`config.mk`:
```
export PLATFORM = sky130hd
export DESIGN_NAME = sor_ram
export DESIGN_NICKNAME = d
export VERILOG_FILES = /design/src/rtl/sor_linear_system_solver_macros.svh /design/src/rtl/sor_ram.sv
export SDC_FILE = /design/constraint.sdc
export NUM_CORES = 1
export LEC_CHECK = 0
export BUFFER_PORTS_ARGS = -buffer_cell sky130_fd_sc_hd__buf_2
export CAP_MARGIN = 10
export CELL_PAD_IN_SITES_DETAIL_PLACEMENT = 1
export CELL_PAD_IN_SITES_GLOBAL_PLACEMENT = 1
export CORE_MARGIN = 2
export CORE_UTILIZATION = 59
export CTS_CLUSTER_SIZE = 30
export DETAILED_ROUTE_END_ITERATION = 7
export PLACE_DENSITY_LB_ADDON = 0.1
export SLEW_MARGIN = 30
export SYNTH_ARGS = -nofsm -noshare
export SYNTH_HDL_FRONTEND = slang
export SYNTH_SLANG_ARGS = --single-unit
export TNS_END_PERCENT = 5
```
`constraint.sdc`:
```
create_clock -name clock -period 8.63 [get_ports clock]
set_input_delay 0 -clock clock [delete_from_list [all_inputs] [get_ports clock]]
set_output_delay 0 -clock clock [all_outputs]
set_load 0.02 [all_outputs]
```
`src/rtl/sor_linear_system_solver_macros.svh`:
```
// Assertion macros shared by the solver RTL.
// Needs nothing else; included by the files that carry concurrent checks.
`ifndef SOR_LINEAR_SYSTEM_SOLVER_MACROS_SVH
`define SOR_LINEAR_SYSTEM_SOLVER_MACROS_SVH

// Same-cycle implication, disabled while reset is high.
`define SOR_ASSERT_IMPL(name, clk, rst, ante, cons) \
   name: assert property (@(posedge clk) disable iff (rst) (ante) |-> (cons)) \
      else $error("solver check failed");

// Next-cycle implication, disabled while reset is high.
`define SOR_ASSERT_NEXT(name, clk, rst, ante, cons) \
   name: assert property (@(posedge clk) disable iff (rst) (ante) |=> (cons)) \
      else $error("solver check failed");

`endif

```
`src/rtl/sor_ram.sv`:
```
// Generic single-port-write, single-port-read RAM with a registered read.
// No dependencies; used for the coefficient store and the solution vector.
module sor_ram #(
   parameter int WIDTH = 32,
   parameter int DEPTH = 16
) (
   input  logic                     clock,
   input  logic                     wr_en,
   input  logic [$clog2(DEPTH)-1:0] wr_addr,
   input  logic [WIDTH-1:0]         wr_data,
   input  logic [$clog2(DEPTH)-1:0] rd_addr,
   output logic [WIDTH-1:0]         rd_data
);

   logic [WIDTH-1:0] mem_ff [DEPTH];
   logic [WIDTH-1:0] rd_data_ff;

   always_ff @(posedge clock) begin
      if (wr_en) begin
         mem_ff[wr_addr] <= wr_data;
      end
      rd_data_ff <= mem_ff[rd_addr];
   end

   assign rd_data = rd_data_ff;

endmodule

```
==> out/summary.md <==
For the routability congestion estimate, the log shows 0.6987. The number of optimization iterations in the first detailed-route pass is 4. For this design, the slowest cell found on the critical path is buf_6.

Entering global routing, the biggest net connects 78 pins. The flow ran to the end, and the final reports show no timing, DRC or antenna violations. IR analysis of the VDD net gives a maximum drop of 0.0001891 V.

The run gives 10320 as the number of global-route vias before repair. The floorplan has 67 rows. The run gives 59.51% as the initial core utilization.

Clock-pin slew was measured on the worst setup and hold paths at 0.06 ns. The run gives 0 as the number of buffers inserted to repair setup after CTS. The first global-routing pass estimated 65980 um of wire.

The cell area that synthesis handed to floorplanning was 19850 sq um. The run gives 0 as the number of routed nets with antenna violations. The tree is rooted in a clkbuf_16. The tools report the final-report hold violation count as 0.

The tools report the number of top-level design ports as 74. The area taken by multi-input logic gates is 3749 sq um. Across all hold checks on the routed design, the worst slack comes to 0.1218 ns. The source-to-sink clock delay at the later pin of the worst-skew pair came out at 0.57 ns.

Summing internal, switching and leakage power gives 5.492 mW. The run gives 838 as the number of instances in the synthesized netlist. The type of the worst min-delay path is in -> reg.

The critical path goes through buf_8, buf_16, buf_6, mux4_2, a22oi_1, nand2_1. The actual slew at the worst max-slew pin was 0.8255 ns. In the final layout, the share of cells above drive strength 1 is 31.18%.

Setup violations remaining at the end of the flow were counted as 0. The final number of max-transition violations was 0. After routing, the total negative slack on setup checks comes to 0 ns. Dividing the detail-routed wire length by the instance count gives 30.52 um. Chip width: 187.4 um. Wires add up to 44870 um. In this run the static leakage power is 7.393 nW. Of all nets on the critical path, the largest fanout is 56. The worst stage delay on the critical path was 0.66 ns; the placement-stage worst setup slack was 5.982 ns. The logs give 26.34% for the total global-route track usage and 2.33 ns for the data arrival time of the critical path. The post-synthesis register bit count is 544. A synthesized cell averages 23.69 sq um. The final setup skew is 0.009434 ns. The die covers 35130 sq um. The critical path is of the in -> reg type.

The first routing iteration left 940 violations. The number of library cell types mapped by synthesis was 18; the ratio of final minimum period to clock period was 21.84%. Fill cells in the final layout number 2620. Summed over all nets, the half-perimeter wirelength after detailed placement is 21180 um.

The number of gates resized after CTS was 0. Together, buffers and inverters on the worst path number 3. For the total via count in the routed design, the log shows 9264. The area growth from synthesis to layout is 15.32%.

The type of origin of the critical path is an input pin. TritonCTS created 53 clock buffers. Setup repair after global routing left no endpoint under its margin. For this design, the sink count on the clock tree is 544. For the worst setup slack after layout, the log shows 6.745 ns. In the routed layout, each cell is associated on average with a via count of 6.302.

TritonCTS built the clock tree. The final period demand of the worst path came out at 1.885 ns. The maximum achievable frequency came out at 530.5 MHz. Counting every net in the synthesized netlist gives 880. The total area of sequential cells was 16020 sq um. The number of antenna violations at the first check in global routing is 1, and the count of warnings emitted by yosys is 0.

Measured against its own limit, the worst slew margin works out to 44.97%. Summed over all layers, the global routing overflow is 0. The die outline height is 187.4 um, and the buffer levels on the longest clock path is 3. Placeable core area: 33360 sq um. Across the run, the number of max-cap violations was 0.

The sequential area share after synthesis is 80.67%. The cell class contributing the biggest share of worst-path delay is buffers and inverters. The net count of the finished layout is 1020. The count of input and output buffers is 73. For the worst setup path, the data required time is 9.08 ns. The H-tree level count was 2; the total power per unit cell area was 239.9 nW/um^2. The run gives 0 as the number of remaining DRC errors. STA classifies the critical path endpoint as a register.
==> final cells by class <==
class	count	share of cell area, %
timing repair buffer	128	3.924
clock inverter	33	1.268
tap	448	2.448
sequential	544	69.95
multi-input combinational	251	16.37
antenna	2	0.02186
clock buffer	64	6.017
==> power breakdown <==
part           switching (mW)  internal (mW)
Combinational           0.174          0.115
Sequential             0.0191           2.95
Clock                   0.948           1.28
Total                    1.14           4.35
==> cells in the mapped netlist <==
cell type	n	area share, %
edfxtp_1	512	77
mux4_2	128	15
a22oi_1	64	2.4
nand2_1	33	0.62
dfxtp_1	32	3.2
clkbuf_1	17	0.32
nor2_1	13	0.25
buf_4	11	0.42
buf_1	9	0.17
buf_2	4	0.10
nor3_1	4	0.10
buf_6	2	0.11
nand2b_1	2	0.063
nand3b_1	2	0.076
nor2b_1	2	0.063
and2_1	1	0.032
nand3_1	1	0.025
or3b_2	1	0.044
==> worst paths after layout <==
path                  startpoint  slack [ns]  cells past startpoint     endpoint
setup / recovery      rd_addr[0]        6.75                      6   rd_data[2]
hold / removal        rd_addr[0]        0.12                      4  rd_data[30]
setup reg to reg  mem_ff[11][18]        7.25                      3  rd_data[18]
hold reg to reg    mem_ff[13][9]        0.68                      3   rd_data[9]
==> worst min-delay path, delay by kind of cell <==
kind,cells,cell delay [ns]
AND/OR/NAND/NOR,1,0.05
buffers and inverters,1,0.24
AO/OA/AOI/OAI,1,0.07
multiplexers,1,0.27
==> cell families (layout without fill, tap and decap cells) <==
family / after synthesis / after routing / synth area share, %
flip-flops: 544 / 544 / 80.67
multiplexers: 128 / 128 / 14.52
AO/OA/AOI/OAI: 64 / 64 / 2.420
AND/OR/NAND/NOR: 59 / 59 / 1.273
buffers and inverters: 43 / 225 / 1.122
other: 0 / 2 / 0
==> through the flow <==
| step | instance area [sq um] | utilization, % | instances |
|---|---|---|---|
| 2_1_floorplan | 19850 | - | 838 |
| 3_3_place_gp | 20870 | 62.54 | 1338 |
| 3_5_place_dp | 20870 | 62.56 | 1338 |
| 4_1_cts | 22860 | 68.52 | 1467 |
| 5_1_grt | 22890 | 68.62 | 1469 |
| 6_report | 22900 | 68.62 | 1470 |
==> routing by layer <==
| layer | routed length, um | part of all wire (%) | up-vias | GRT usage, % |
|---|---|---|---|---|
| met5 | 0 | 0 | - | 0 |
| met4 | 1097 | 2.4 | 0 | 8.661 |
| met3 | 2644 | 5.9 | 89 | 4.353 |
| met2 | 22980 | 51 | 336 | 44.01 |
| met1 | 18140 | 40 | 4992 | 36.22 |
| li1 | - | - | 3847 | - |
==> repair_timing <==
item | CTS | global route
setup endpoints to repair | 0 | 0
hold endpoints to repair | 512 | 0
hold buffers | 32 | 0
==> placed cells by master (no fill, tap or decap), drive strengths merged <==
| cell | n |
|---|---|
| and2 | 1 |
| nor2b | 2 |
| diode | 2 |
| clkinvlp | 5 |
| dlygate4sd3 | 32 |
| nand2 | 33 |
| clkinv | 23 |
| mux4 | 128 |
| edfxtp | 512 |
| nor2 | 13 |
| nor3 | 4 |
| dfxtp | 32 |
| a22oi | 64 |
| nand2b | 2 |
| bufinv | 5 |
| nand3b | 2 |
| nand3 | 1 |
| clkbuf | 64 |
| buf | 96 |
| or3b | 1 |
==> sequential cells by signal, summed over array words and instances, names as in the netlist <==
| register | flops |
|---|---|
| mem_ff | 512 |
| rd_data | 32 |
Power figures use the tool's default switching activity.
